`config.mk`:
```
export PLATFORM = sky130hd
export DESIGN_NAME = dcf_contention_access_fsm_top
export DESIGN_NICKNAME = d
export VERILOG_FILES = /design/src/dcf_pkg.sv /design/src/dcf_backoff_draw.sv /design/src/dcf_access_core.sv /design/src/dcf_contention_access_fsm_top.sv
export SDC_FILE = /design/constraint.sdc
export NUM_CORES = 1
export LEC_CHECK = 0
export ABC_AREA = 0
export BUFFER_PORTS_ARGS = -buffer_cell sky130_fd_sc_hd__buf_4
export CORE_MARGIN = 2
export CORE_UTILIZATION = 57
export DETAILED_ROUTE_END_ITERATION = 12
export GPL_TIMING_DRIVEN = 0
export PLACE_DENSITY = 0.9
export SYNTH_ARGS = -nofsm -noshare
export SYNTH_HDL_FRONTEND = slang
export SYNTH_SLANG_ARGS = --single-unit
```
`constraint.sdc`:
```
create_clock -name clk -period 11.8 [get_ports clk]
set_input_delay 0.59 -clock clk [delete_from_list [all_inputs] [get_ports clk]]
set_output_delay 0.59 -clock clk [all_outputs]
set_load 0.05 [all_outputs]
```
`src/dcf_pkg.sv`:
```
// Shared types and codes for the contention access engine.
`default_nettype none
package dcf_pkg;

  // Access state codes as reported on the result word
  localparam logic [2:0] ST_IDLE     = 3'd0;
  localparam logic [2:0] ST_DEFER    = 3'd1;
  localparam logic [2:0] ST_BACKOFF  = 3'd2;
  localparam logic [2:0] ST_TRANSMIT = 3'd3;
  localparam logic [2:0] ST_WAIT_IFS = 3'd4;

  // Request kinds carried in in_tuser
  localparam logic [2:0] REQ_START    = 3'd0;
  localparam logic [2:0] REQ_MEDIUM   = 3'd1;
  localparam logic [2:0] REQ_TICK     = 3'd2;
  localparam logic [2:0] REQ_TX_DONE  = 3'd3;
  localparam logic [2:0] REQ_RX_FRAME = 3'd4;

  localparam int IN_DATA_W  = 72;
  localparam int OUT_DATA_W = 16;

  typedef struct packed {
    logic [15:0] rand_value;
    logic [3:0]  retry_count;
    logic [9:0]  cw_max;
    logic [9:0]  cw_min;
    logic [13:0] eifs_ticks;
    logic [11:0] ifs_ticks;
    logic        fcs_ok;
    logic        medium_free;
    logic [2:0]  req_type;
  } dcf_item_t;

  typedef struct packed {
    logic       eifs_armed;
    logic [9:0] backoff_left;
    logic       tx_complete;
    logic       send_frame;
    logic [2:0] access_state;
  } dcf_result_t;

endpackage
`default_nettype wire

```
`src/dcf_backoff_draw.sv`:
```
// Contention window and backoff slot draw for a start word.
`default_nettype none
module dcf_backoff_draw import dcf_pkg::*; #(
  parameter int CW_BITS = 10
) (
  input  wire logic [9:0]         cw_min,
  input  wire logic [9:0]         cw_max,
  input  wire logic [3:0]         retry_count,
  input  wire logic [15:0]        rand_value,
  output logic      [CW_BITS-1:0] slots
);

  logic [25:0]        cw_full;
  logic [CW_BITS-1:0] cap_masked;
  logic [25:0]        cap;
  logic [25:0]        cw_sel;
  logic [10:0]        cw_p1;
  logic [26:0]        prod;

  always_comb begin
    cw_full    = (26'({1'b0, cw_min} + 11'd1) << retry_count) - 26'd1;
    cap_masked = CW_BITS'(cw_max);
    cap        = 26'(cap_masked);
    cw_sel     = (cw_full > cap) ? cap : cw_full;
    // cw_sel never exceeds 1023, so the window size fits 11 bits
    cw_p1      = 11'(cw_sel) + 11'd1;
    prod       = 27'(rand_value) * 27'(cw_p1);
    slots      = CW_BITS'(prod >> 16);
  end

endmodule
`default_nettype wire

```
`src/dcf_access_core.sv`:
```
// Access state machine: state registers and next-state logic per word.
`default_nettype none
module dcf_access_core import dcf_pkg::*; #(
  parameter int CW_BITS   = 10,
  parameter int TICK_BITS = 14
) (
  input  wire logic        clk,
  input  wire logic        rst_n,
  input  wire logic        item_go,
  input  wire dcf_item_t   item,
  input  wire logic [9:0]  slot_ticks,
  output dcf_result_t      result
);

  localparam int CMP_W = (TICK_BITS > 14) ? TICK_BITS : 14;
  localparam logic [TICK_BITS-1:0] TICK_MAX = {TICK_BITS{1'b1}};

  logic [2:0]           state_r, state_nxt;
  logic                 med_free_r, med_free_nxt;
  logic                 use_eifs_r, use_eifs_nxt;
  logic                 eifs_wait_r, eifs_wait_nxt;
  logic [TICK_BITS-1:0] free_ticks_r, free_ticks_nxt;
  logic [CW_BITS-1:0]   slots_r, slots_nxt;
  logic [9:0]           phase_r, phase_nxt;
  logic [11:0]          ifs_r, ifs_nxt;
  logic [13:0]          eifs_r, eifs_nxt;

  logic [CW_BITS-1:0]   draw_slots;
  logic                 sent, done;
  logic [TICK_BITS-1:0] ft_inc;
  logic [CMP_W-1:0]     ft_cmp;
  logic                 ft_sat;
  logic                 ifs_reached, eifs_reached;
  logic                 st_ifs_reached, st_eifs_reached;
  logic                 eifs_now_reached;

  dcf_backoff_draw #(.CW_BITS(CW_BITS)) u_draw (
    .cw_min      (item.cw_min),
    .cw_max      (item.cw_max),
    .retry_count (item.retry_count),
    .rand_value  (item.rand_value),
    .slots       (draw_slots)
  );

  always_comb begin
    ft_inc = (free_ticks_r == TICK_MAX) ? free_ticks_r : free_ticks_r + 1'b1;
    ft_cmp = CMP_W'(ft_inc);
    ft_sat = (ft_inc == TICK_MAX);
    // free time against saved thresholds after this tick; a threshold above
    // the counter range counts as reached once the counter saturates
    ifs_reached  = (ft_cmp >= CMP_W'(ifs_r)) || ft_sat;
    eifs_reached = (ft_cmp >= CMP_W'(eifs_r)) || ft_sat;
    // free time as it stands against the thresholds of a start word
    st_ifs_reached  = (CMP_W'(free_ticks_r) >= CMP_W'(item.ifs_ticks))
                      || (free_ticks_r == TICK_MAX);
    st_eifs_reached = (CMP_W'(free_ticks_r) >= CMP_W'(item.eifs_ticks))
                      || (free_ticks_r == TICK_MAX);
    // saved EIFS against a restarted (zero) counter
    eifs_now_reached = (eifs_r == 14'd0) || (TICK_MAX == '0);
  end

  always_comb begin
    state_nxt      = state_r;
    med_free_nxt   = med_free_r;
    use_eifs_nxt   = use_eifs_r;
    eifs_wait_nxt  = eifs_wait_r;
    free_ticks_nxt = free_ticks_r;
    slots_nxt      = slots_r;
    phase_nxt      = phase_r;
    ifs_nxt        = ifs_r;
    eifs_nxt       = eifs_r;
    sent           = 1'b0;
    done           = 1'b0;
    case (item.req_type)
      REQ_START: begin
        if (state_r == ST_IDLE) begin
          ifs_nxt   = item.ifs_ticks;
          eifs_nxt  = item.eifs_ticks;
          slots_nxt = draw_slots;
          phase_nxt = '0;
          if (!med_free_r) begin
            state_nxt = ST_DEFER;
          end else if (!st_ifs_reached || (use_eifs_r && !st_eifs_reached)) begin
            state_nxt     = ST_WAIT_IFS;
            eifs_wait_nxt = use_eifs_r && !st_eifs_reached;
            use_eifs_nxt  = 1'b0;
          end else begin
            state_nxt = ST_TRANSMIT;
            sent      = 1'b1;
          end
        end
      end
      REQ_MEDIUM: begin
        med_free_nxt   = item.medium_free;
        free_ticks_nxt = '0;
        if (state_r == ST_DEFER && item.medium_free) begin
          state_nxt     = ST_WAIT_IFS;
          eifs_wait_nxt = use_eifs_r && !eifs_now_reached;
          use_eifs_nxt  = 1'b0;
        end else if (state_r == ST_WAIT_IFS && !item.medium_free) begin
          eifs_wait_nxt = 1'b0;
          state_nxt     = ST_DEFER;
        end else if (state_r == ST_BACKOFF && !item.medium_free) begin
          phase_nxt = '0;
          state_nxt = ST_DEFER;
        end
      end
      REQ_TICK: begin
        free_ticks_nxt = ft_inc;
        if (state_r == ST_WAIT_IFS) begin
          if (ifs_reached && (!eifs_wait_r || eifs_reached)) begin
            eifs_wait_nxt = 1'b0;
            phase_nxt     = '0;
            if (slots_r == '0) begin
              state_nxt = ST_TRANSMIT;
              sent      = 1'b1;
            end else begin
              state_nxt = ST_BACKOFF;
            end
          end
        end else if (state_r == ST_BACKOFF) begin
          if (slots_r == '0) begin
            state_nxt = ST_TRANSMIT;
            sent      = 1'b1;
          end else if (({1'b0, phase_r} + 11'd1) >= {1'b0, slot_ticks}) begin
            // slot elapsed: count it off
            phase_nxt = '0;
            slots_nxt = slots_r - 1'b1;
            if (slots_r == CW_BITS'(1)) begin
              state_nxt = ST_TRANSMIT;
              sent      = 1'b1;
            end
          end else begin
            phase_nxt = phase_r + 10'd1;
          end
        end
      end
      REQ_TX_DONE: begin
        if (state_r == ST_TRANSMIT) begin
          state_nxt = ST_IDLE;
          done      = 1'b1;
        end
      end
      REQ_RX_FRAME: begin
        use_eifs_nxt = !item.fcs_ok;
      end
      default: begin
      end
    endcase
  end

  always_comb begin
    result.access_state = state_nxt;
    result.send_frame   = sent;
    result.tx_complete  = done;
    result.backoff_left = 10'(slots_nxt);
    result.eifs_armed   = use_eifs_nxt;
  end

  always_ff @(posedge clk) begin
    if (!rst_n) begin
      state_r      <= ST_IDLE;
      med_free_r   <= 1'b0;
      use_eifs_r   <= 1'b0;
      eifs_wait_r  <= 1'b0;
      free_ticks_r <= '0;
      slots_r      <= '0;
      phase_r      <= '0;
      ifs_r        <= '0;
      eifs_r       <= '0;
    end else if (item_go) begin
      state_r      <= state_nxt;
      med_free_r   <= med_free_nxt;
      use_eifs_r   <= use_eifs_nxt;
      eifs_wait_r  <= eifs_wait_nxt;
      free_ticks_r <= free_ticks_nxt;
      slots_r      <= slots_nxt;
      phase_r      <= phase_nxt;
      ifs_r        <= ifs_nxt;
      eifs_r       <= eifs_nxt;
    end
  end

endmodule
`default_nettype wire

```
`src/dcf_contention_access_fsm_top.sv`:
```
// Top level of the contention access engine: word registers and config.
//
//   channel | direction | handshake                  | payload
//   --------+-----------+----------------------------+---------------------------
//   in_     | slave     | in_tvalid / in_tready      | in_tuser, in_tdata (72 b)
//   out_    | master    | out_tvalid / out_tready    | out_tdata (16 b)
//   cfg_    | slave     | cfg_valid / cfg_ready      | cfg_data = slot_ticks
//
// A word taken into the input register is processed in one pass; its status
// word enters the result register when that is empty or being read. One word
// per cycle is accepted unless out_tready stalls: a stalled out_tready holds
// the result register, the input register takes one more word, then in_tready
// drops until the result moves. Synchronous reset (rst_n low) idles the engine,
// clears all counters and sets slot_ticks to 9; cfg_ready is always high.
`default_nettype none
module dcf_contention_access_fsm_top import dcf_pkg::*; #(
  parameter int CW_BITS   = 10,
  parameter int TICK_BITS = 14
) (
  input  wire logic                  clk,
  input  wire logic                  rst_n,
  input  wire logic                  in_tvalid,
  output logic                       in_tready,
  // in_tuser: req_type[2:0]
  input  wire logic [2:0]            in_tuser,
  // in_tdata: medium_free[0], fcs_ok[1], ifs_ticks[13:2], eifs_ticks[27:14],
  //   cw_min[37:28], cw_max[47:38], retry_count[51:48], rand_value[67:52],
  //   zero fill [71:68]
  input  wire logic [IN_DATA_W-1:0]  in_tdata,
  output logic                       out_tvalid,
  input  wire logic                  out_tready,
  // out_tdata: access_state[2:0], send_frame[3], tx_complete[4],
  //   backoff_left[14:5], eifs_armed[15]
  output logic [OUT_DATA_W-1:0]      out_tdata,
  input  wire logic                  cfg_valid,
  output logic                       cfg_ready,
  input  wire logic [9:0]            cfg_data
);

  dcf_item_t   item_r;
  logic        item_vld_r;
  dcf_result_t res_r;
  logic        res_vld_r;
  logic [9:0]  slot_ticks_r;
  dcf_result_t res_comb;
  logic        advance;
  logic        in_go;

  // Move the held word into the result register when that slot frees up
  assign advance   = item_vld_r && (!res_vld_r || out_tready);
  assign in_tready = !item_vld_r || !res_vld_r || out_tready;
  assign in_go     = in_tvalid && in_tready;
  assign cfg_ready = 1'b1;

  always_ff @(posedge clk) begin
    if (!rst_n) begin
      slot_ticks_r <= 10'd9;
    end else if (cfg_valid) begin
      slot_ticks_r <= cfg_data;
    end
  end

  // Input register: hold the word until the access logic consumes it
  always_ff @(posedge clk) begin
    if (!rst_n) begin
      item_vld_r <= 1'b0;
    end else if (in_go) begin
      item_vld_r <= 1'b1;
    end else if (advance) begin
      item_vld_r <= 1'b0;
    end
  end

  always_ff @(posedge clk) begin
    if (in_go) begin
      item_r.req_type    <= in_tuser;
      item_r.medium_free <= in_tdata[0];
      item_r.fcs_ok      <= in_tdata[1];
      item_r.ifs_ticks   <= in_tdata[13:2];
      item_r.eifs_ticks  <= in_tdata[27:14];
      item_r.cw_min      <= in_tdata[37:28];
      item_r.cw_max      <= in_tdata[47:38];
      item_r.retry_count <= in_tdata[51:48];
      item_r.rand_value  <= in_tdata[67:52];
    end
  end

  dcf_access_core #(
    .CW_BITS   (CW_BITS),
    .TICK_BITS (TICK_BITS)
  ) u_core (
    .clk        (clk),
    .rst_n      (rst_n),
    .item_go    (advance),
    .item       (item_r),
    .slot_ticks (slot_ticks_r),
    .result     (res_comb)
  );

  // Result register: hold the word while out_tready is low
  always_ff @(posedge clk) begin
    if (!rst_n) begin
      res_vld_r <= 1'b0;
    end else if (advance) begin
      res_vld_r <= 1'b1;
    end else if (out_tready) begin
      res_vld_r <= 1'b0;
    end
  end

  always_ff @(posedge clk) begin
    if (advance) begin
      res_r <= res_comb;
    end
  end

  assign out_tvalid = res_vld_r;
  assign out_tdata  = {res_r.eifs_armed, res_r.backoff_left, res_r.tx_complete,
                       res_r.send_frame, res_r.access_state};

endmodule
`default_nettype wire

```
==> impl_metrics.csv, run 1 <==
group,metric,value,unit
route,drc,0,
power,cellInternalPower,1.85,mW
sta,max_freq,87.4,MHz
yosys,synth_edf_count,87,
setup_path,r2r_start,"item_r[31]$_DFFE_PP_",
yosys,synth_top_area_share,15.9,%
route,routed_wl,44.8,mm
die,die_h,174,µm
clocking,cts_root_buffer,"clkbuf_16",
layout,regArea,4170,µm²
setup_path,critPathMaxStageDelay,560,ps
layout,fillers,2213,
die,rows,62,
setup_path,critPathLaunch,"item_r[31]$_DFFE_PP_",
setup_path,cp_max_fo,10,
global_route,grt_use_total,29.9,%
job,cap_violations,0,
setup_path,crit_type,"reg2reg",
sta,final-setup-viol-count,0,
power,p_clk_share,16.4,%
status,status,"finished clean",
sta,drv_slew,0,
sta,post-route-period-util,96.9,%
layout,postLayoutCellArea,18700,µm²
route,routedWlPerCell,18.7,µm
clocking,h-tree-depth,4,
route,drt-initial-drc-count,1343,
yosys,synth_cell_type_count,111,
place,dp.cells,2340,
layout,nets,2352,
yosys,yosys-top-cells-area,"edfxtp_1 (16%), fa_1 (15%), ha_1 (11%), dfxtp_1 (9.5%), inv_1 (5.6%)",
yosys,synthArstFlopShare,0,%
route,dr.pass1.iters,8,
die,core-area,28500,µm²
setup_path,reg2reg_depth,51,
layout,multi_input_area,11100,µm²
place,placed_area,17700,µm²
power,power,3.52,mW
hold_path,hp-class,"in2reg",
sta,worst_pin_slew,1310,ps
place,dp_hpwl,33.6,mm
clocking,clkSlewWorstSetupHoldPaths,80,ps
sta,max_slew_margin,12.6,%
setup_path,worstReg2RegEnd,"out_tdata[12]$_DFFE_PP_",
global_route,grt_pass1_wl,73.2,mm
die,start_util,57.5,%
clocking,clock-sinks,165,
clocking,clk_latency,450,ps
yosys,synth_seq_area_share,25.4,%
setup_path,critPathLaunchType,"flop",
power,peakVddDrop,0.185,mV
global_route,grt_overflow,0,
yosys,ys_seq_elements,165,
die,die_w,174,µm
yosys,synth_top_area_cell,"edfxtp_1",
sta,clock_skew,17.6,ps
sta,setup_tns,0,ps
setup_path,cp_slowest_cell,"fa_1",
global_route,grt_max_degree,50,
die,dieArea,30200,µm²
clocking,clk_path_buf_depth,2,
place,io_buffers,102,
sta,hold_viol,0,
yosys,synth.avg_cell_area,8.86,µm²
place,gp_congestion,0.970,
setup_path,worst-r2r-setup-slack,360,ps
yosys,synth_cells,1853,
layout,drive_gt1_share,13.9,%
clocking,numCtsBuffers,17,
setup_path,end_kind,"flop",
yosys,synth_top_flop_cell,"edfxtp_1",
global_route,antenna_found_initial,0,
die,io_pins,109,
yosys,synth_nets,2204,
setup_path,required,12000,ps
setup_path,cp_data_arrival_time,11640,ps
power,comb_power_share,64.8,%
route,antenna_left,0,
sta,worst_hold_slack,317,ps
power,swShare,47.4,%
layout,fin_cells,2398,
clocking,hold_buffers,0,
yosys,syn_area,16400,µm²
power,p_sw,1.67,mW
yosys,synth_warnings,0,
hold_path,min_from,"in_tdata[55]",
layout,area_growth,14.2,%
power,p_seq_share,18.8,%
clocking,cts_tree,"done",
power,p_leak,8.36,nW
power,p_per_area,188,nW/µm²
setup_path,cp-endpoint,"out_tdata[12]$_DFFE_PP_",
sta,finalCriticalPeriod,11440,ps
yosys,yosysMostFrequentCell,"inv_1",
route,viasPerCell,6.08,
setup_path,crit_path_frequent_cell,"fa_1",
route,via_count,14584,
yosys,yosys-top-cells-count,"inv_1 (245), nand2_1 (240), ha_1 (138)",
global_route,first_global_vias,14935,
layout,diodes,0,
[cell type report]
class	count	share of cell area, %
Buffer	82	2.45
Clock buffer	22	2.59
Clock inverter	10	0.474
Inverter	246	4.92
Multi-Input combinational cell	1360	59.4
Sequential cell	165	22.3
Tap cell	384	2.56
Timing Repair Buffer	129	5.36
[metrics by stage]
stage | setup WS [ps] | util (%)
2_1_floorplan | 793 | -
3_3_place_gp | -1300 | 61.9
3_5_place_dp | -1540 | 62.0
4_1_cts | 32.1 | 64.5
5_1_grt | -132 | 65.7
6_report | 363 | 65.7
[logic make-up (layout without fill, tap and decap cells)]
logic type	after synthesis	count (layout)	share of synthesized area (%)
AO/OA/AOI/OAI	365	365	16.0
multiplexers	21	21	1.37
AND/OR/NAND/NOR	663	663	20.8
buffers and inverters	328	489	8.19
other	1	1	0.0228
flip-flops	165	165	25.4
XOR/XNOR	49	49	2.75
adder cells (fa/ha/maj)	261	261	25.5
[power groups by stage]
stage          registers (mW)  clock network (mW)  logic (mW)
2_1_floorplan           0.688                   0        1.55
3_3_place_gp            0.673                   0        1.98
3_5_place_dp            0.673                   0        2.07
4_1_cts                 0.660               0.579        2.14
5_1_grt                 0.664               0.601        2.56
6_report                0.661               0.578        2.28
[critical path: cells and delay by family, from the launching register on]
family	cells	cell delay [ps]
AOI/OAI and AO/OA	17	3170
adders and majority gates	9	3660
DFF	1	460
muxes	1	120
xor gates and xnor gates	2	380
and+or+nand+nor	16	2680
buffers and inverters	6	720
[how the worst min path moves through the flow]
stage          cells after the start                         endpoint  slack [ps]
3_5_place_dp                       2     u_core.ifs_r[1]$_SDFFE_PN0P_         460
5_1_grt                            1             item_r[57]$_DFFE_PP_         310
4_1_cts                            1             item_r[58]$_DFFE_PP_         310
6_report                           1             item_r[58]$_DFFE_PP_         320
2_1_floorplan                      2  u_core.eifs_wait_r$_SDFFE_PN0P_         440
3_3_place_gp                       2     u_core.ifs_r[2]$_SDFFE_PN0P_         450
[registers in the layout, summed over array words and instances (netlist names)]
signal               flops
u_core.free_ticks_r     14
u_core.slots_r          10
u_core.ifs_r            12
u_core.eifs_r           14
u_core.use_eifs_r        1
u_core.state_r           3
u_core.eifs_wait_r       1
u_core.med_free_r        1
item_vld_r               1
out_tdata               16
u_core.phase_r          10
item_r                  71
out_tvalid               1
slot_ticks_r            10
[metal layers]
layer / GRT usage (%) / vias up / share of wire (%)
met4: 16.4 / 0 / 5.4
met3: 6.38 / 196 / 7.3
li1: - / 6648 / -
met5: 0 / - / 0
met2: 51.3 / 744 / 49
met1: 35.2 / 6996 / 38
[placed cells by master, fill, tap and decap left out, types with 17 or more instances in the layout]
cell | synthesis | final
clkbuf_1 | 52 | 50
dfxtp_1 | 78 | 78
and3_1 | 19 | 17
a21o_1 | 33 | 33
clkbuf_16 | 0 | 18
a21boi_0 | 31 | 30
o21a_1 | 22 | 22
fa_1 | 123 | 123
buf_4 | 10 | 137
nand2b_1 | 23 | 23
ha_1 | 138 | 136
nor3_1 | 33 | 30
xnor2_1 | 31 | 29
nor2_1 | 88 | 86
and2_1 | 79 | 78
nor2b_1 | 38 | 36
nand2_1 | 240 | 239
a21oi_1 | 53 | 49
o21ai_0 | 72 | 65
nand3_1 | 40 | 40
nand4_1 | 31 | 31
inv_1 | 245 | 245
edfxtp_1 | 87 | 87
[repair_timing]
item / in CTS / in global routing
setup buffers: 6 / 20
gates resized for setup: 30 / 47
pin swaps: 6 / 21
setup endpoints to repair: 20 / 20
No activity file was read; power rests on OpenSTA's default activity.
==> inputs of run 2 (changes only) <==
--- a/config.mk
+++ b/config.mk
@@ -9,6 +9,8 @@
 export BUFFER_PORTS_ARGS = -buffer_cell sky130_fd_sc_hd__buf_4
 export CORE_MARGIN = 2
 export CORE_UTILIZATION = 57
+export CTS_BUF_LIST = sky130_fd_sc_hd__clkbuf_16
+export CTS_CLUSTER_DIAMETER = 80
 export DETAILED_ROUTE_END_ITERATION = 12
 export GPL_TIMING_DRIVEN = 0
 export PLACE_DENSITY = 0.9
==> impl_metrics.csv, run 2 (synthesized netlist as in run 1, its figures left out) <==
group,metric,value,unit
route,viasPerCell,6.06,
sta,worst_hold_slack,317,ps
setup_path,critPathTopFamily,"adder cells",
die,die_w,174,µm
place,gp_congestion,0.970,
setup_path,crit_buf_inv,6,
status,status,"finished clean",
sta,setup_tns,0,ps
place,io_buffers,102,
setup_path,cp_max_fo,10,
setup_path,crit_path_frequent_cell,"fa_1",
clocking,clk_latency,450,ps
layout,final_common_cell,"inv_1",
hold_path,hp-class,"in2reg",
place,dp.cells,2340,
route,routedWlPerCell,18.8,µm
place,dp_hpwl,33.6,mm
layout,diodes,0,
layout,area_growth,14.0,%
sta,clock_skew,14.8,ps
die,dieArea,30200,µm²
layout,multi_input_area,11100,µm²
route,drc,0,
die,core-area,28500,µm²
power,power,3.53,mW
global_route,first_global_vias,14929,
route,routed_wl,45.1,mm
clocking,clkSlewWorstSetupHoldPaths,80,ps
sta,post-route-period-util,98.3,%
power,p_per_area,189,nW/µm²
sta,final-setup-viol-count,0,
route,dr.pass1.iters,8,
job,cap_violations,0,
layout,drive_gt1_share,13.8,%
route,drt-initial-drc-count,1376,
sta,max_slew_margin,12.0,%
route,antenna_left,0,
layout,fin_util,65.6,%
power,p_leak,8.35,nW
layout,top_register,"item_r",
clocking,numCtsBuffers,17,
layout,regArea,4170,µm²
global_route,grt_use_total,29.9,%
route,via_count,14548,
layout,fin_cells,2400,
global_route,grt_pass1_wl,73.3,mm
setup_path,cp_data_arrival_time,11800,ps
layout,layout_common_cells,"inv_1 (247), nand2_1 (239), buf_4 (139), ha_1 (136), fa_1 (123)",
setup_path,end_kind,"flop",
die,die_h,174,µm
setup_path,critPathLaunchType,"flop",
clocking,h-tree-depth,4,
setup_path,cp_slowest_cell,"fa_1",
setup_path,critPathMaxStageDelay,600,ps
die,io_pins,109,
global_route,grt_overflow,0,
sta,finalCriticalPeriod,11600,ps
die,start_util,57.5,%
sta,hold_viol,0,
clocking,cts_tree,"done",
clocking,clk_path_buf_depth,2,
global_route,grt_max_degree,50,
sta,max_freq,86.2,MHz
power,peakVddDrop,0.184,mV
layout,nets,2354,
sta,drv_slew,0,
die,rows,62,
setup_path,crit_type,"reg2reg",
setup_path,required,12000,ps
sta,worst_pin_slew,1320,ps
global_route,antenna_found_initial,0,
clocking,cts_root_buffer,"clkbuf_16",
layout,largest_register_ffs,71,
clocking,clock-sinks,165,
layout,fillers,2207,
[run 2: final timing paths]
path                           startpoint                      endpoint  slack [ps]  cells after the start
max                  item_r[31]$_DFFE_PP_       out_tdata[12]$_DFFE_PP_         200                     51
min                          in_tdata[55]          item_r[58]$_DFFE_PP_         320                      1
min reg2reg  u_core.ifs_r[1]$_SDFFE_PN0P_  u_core.ifs_r[1]$_SDFFE_PN0P_         470                      2
max reg2reg          item_r[31]$_DFFE_PP_       out_tdata[12]$_DFFE_PP_         200                     51
[run 2: layout make-up]
| class | count | area share [%] |
|---|---|---|
| multi-input cells | 1360 | 59.3 |
| flip-flops and latches | 165 | 22.3 |
| repair buffers | 132 | 5.49 |
| inverters | 246 | 4.93 |
| well taps | 384 | 2.57 |
| clock buffers | 18 | 2.41 |
| plain buffers | 81 | 2.41 |
| clock inverters | 14 | 0.555 |
[run 2: power breakdown]
group	leakage, nW	internal [mW]	switching, mW
combinational	6.59	0.917	1.39
sequential	1.48	0.640	0.0215
clock	0.281	0.285	0.279
[run 2: per-layer routing]
metal  GRT usage, %  up-vias  wire (µm)
met2           51.1      759      21800
met4           17.1        0       2680
met1           35.4     6927      17100
met3           5.79      218       3420
li1               -     6644          -
met5              0        -          0
[run 2: timing repair]
item | in CTS | in global routing
endpoints found under the setup margin | 20 | 20
hold buffers | 0 | 0
setup buffers | 6 | 23
gates resized for setup | 29 | 38
pin swaps | 7 | 18
[run 2: worst reg2reg max path, delay by kind of cell (launching register included)]
family          cells  cell delay (ps)
fa+ha+maj           9             3760
compound gates     17             3240
simple gates       16             2730
buf+inv             6              740
flops               1              420
xor+xnor            2              390
mux                 1              120
[run 2: per-stage QoR]
step,cell area [µm²],setup slack (ps)
floorplan,16400,793
detailed placement,17700,-1540
global route,18700,-228
finish,18700,195
CTS,18400,39.5
global placement,17700,-1300
==> inputs of run 3 (changes only) <==
--- a/config.mk
+++ b/config.mk
@@ -12,6 +12,7 @@
 export CTS_BUF_LIST = sky130_fd_sc_hd__clkbuf_16
 export CTS_CLUSTER_DIAMETER = 80
 export DETAILED_ROUTE_END_ITERATION = 12
+export GPL_ROUTABILITY_DRIVEN = 0
 export GPL_TIMING_DRIVEN = 0
 export PLACE_DENSITY = 0.9
 export SYNTH_ARGS = -nofsm -noshare
==> constraint.sdc (replaced) <==
create_clock -name clk -period 11.8 [get_ports clk]
set_input_delay 2.95 -clock clk [delete_from_list [all_inputs] [get_ports clk]]
set_output_delay 2.95 -clock clk [all_outputs]
set_load 0.05 [all_outputs]
==> impl_metrics.csv, run 3 (synthesized netlist as in run 1, its figures left out) <==
group,metric,value,unit
status,status,"finished clean",
die,io_pins,109,
clocking,numCtsBuffers,17,
layout,largest_register_ffs,71,
clocking,clock-sinks,165,
power,p_leak,8.31,nW
clocking,cts_root_buffer,"clkbuf_16",
route,dr.pass1.iters,6,
clocking,clk_latency,450,ps
setup_path,critPathLaunchType,"flop",
setup_path,crit_buf_inv,8,
layout,nets,2349,
route,drt-initial-drc-count,1617,
place,dp_hpwl,32.8,mm
global_route,grt_overflow,0,
die,start_util,57.5,%
global_route,grt_use_total,29.5,%
setup_path,crit_path_frequent_cell,"inv_1",
layout,multi_input_area,11100,µm²
job,cap_violations,0,
global_route,grt_pass1_wl,72.3,mm
setup_path,required,12140,ps
global_route,grt_max_degree,50,
setup_path,end_kind,"flop",
sta,final-setup-viol-count,0,
place,io_buffers,102,
setup_path,critPathTopFamily,"adder cells",
setup_path,critPathMaxStageDelay,580,ps
layout,regArea,4170,µm²
sta,clock_skew,15.1,ps
route,viasPerCell,6.20,
place,post-place-ws,-1610,ps
route,antenna_left,0,
clocking,clk_path_buf_depth,2,
die,core-area,28500,µm²
layout,fin_cells,2396,
die,die_w,174,µm
sta,finalCriticalPeriod,11780,ps
die,rows,62,
hold_path,hp-class,"reg2reg",
die,die_h,174,µm
sta,worst_pin_slew,1340,ps
layout,final_common_cell,"inv_1",
sta,post-route-period-util,99.8,%
route,routedWlPerCell,18.9,µm
layout,postLayoutCellArea,18600,µm²
global_route,antenna_found_initial,1,
layout,area_growth,13.6,%
setup_path,cp_slowest_cell,"fa_1",
clocking,h-tree-depth,4,
setup_path,cp_max_fo,10,
place,dp.cells,2340,
global_route,first_global_vias,14872,
layout,drive_gt1_share,13.3,%
setup_path,cp_data_arrival_time,12130,ps
power,p_per_area,188,nW/µm²
place,placed_area,17700,µm²
route,routed_wl,45.3,mm
clocking,clkSlewWorstSetupHoldPaths,70,ps
power,peakVddDrop,0.167,mV
sta,setup_ws,18.0,ps
sta,max_slew_margin,10.8,%
layout,top_register,"item_r",
route,via_count,14844,
clocking,cts_tree,"done",
layout,layout_common_cells,"inv_1 (247), nand2_1 (239), ha_1 (136), buf_4 (135), fa_1 (123)",
sta,drv_slew,0,
sta,max_freq,84.9,MHz
sta,hold_viol,0,
route,drc,0,
setup_path,crit_type,"reg2reg",
layout,fillers,2193,
die,dieArea,30200,µm²
## run 3: routing by layer
metal  routed length, µm  track usage, %
met3                4180            6.51
met4                2760            16.9
met2               21700            50.9
met1               16700            34.0
met5                   0               0
## run 3: worst paths after layout
check                                                  start                              to  slack [ps]  cells past startpoint
worst max-delay path                    item_r[31]$_DFFE_PP_  u_core.slots_r[8]$_SDFFE_PN0P_          20                     56
worst min-delay path            u_core.ifs_r[6]$_SDFFE_PN0P_    u_core.ifs_r[6]$_SDFFE_PN0P_         470                      2
worst max register to register          item_r[31]$_DFFE_PP_  u_core.slots_r[8]$_SDFFE_PN0P_          20                     56
worst min register to register  u_core.ifs_r[6]$_SDFFE_PN0P_    u_core.ifs_r[6]$_SDFFE_PN0P_         470                      2
## run 3: final cells by class
type,instances,area share (%)
multi-input combinational,1360,59.6
antenna,1,0.0134
sequential,165,22.4
timing repair buffer,126,5.18
tap,384,2.58
clock buffer,17,2.28
clock inverter,15,0.564
inverter,246,4.95
buffer,82,2.47
## run 3: tightest hold or removal path, delay by kind of cell, from the launching register on
family           cells  cell delay (ps)
AO/OA/AOI/OAI        1               60
AND/OR/NAND/NOR      1               50
flip-flops           1              310
## run 3: power by group
part           switching (mW)  internal, mW  leakage (nW)  total (mW)
sequential             0.0226         0.640          1.48       0.662
combinational            1.39         0.903          6.57        2.30
clock                   0.270         0.272         0.270       0.542
total                    1.69          1.81          8.31        3.50
## run 3: timing repair
item	CTS	global route
setup buffers	7	16
endpoints found under the setup margin	20	20
pin swaps	7	22
resized for setup	31	37
endpoints found under the hold margin	0	0
hold buffers	0	0
## run 3: stage by stage
stage	util (%)	hold WS (ps)	power, mW	setup TNS [ps]
after floorplan	-	435	2.23	0
after global placement	61.9	451	2.64	-16080
after detailed placement	62.0	457	2.72	-25030
after CTS	64.4	476	3.31	0
after global routing	65.3	495	3.79	-1700
final	65.3	471	3.50	0
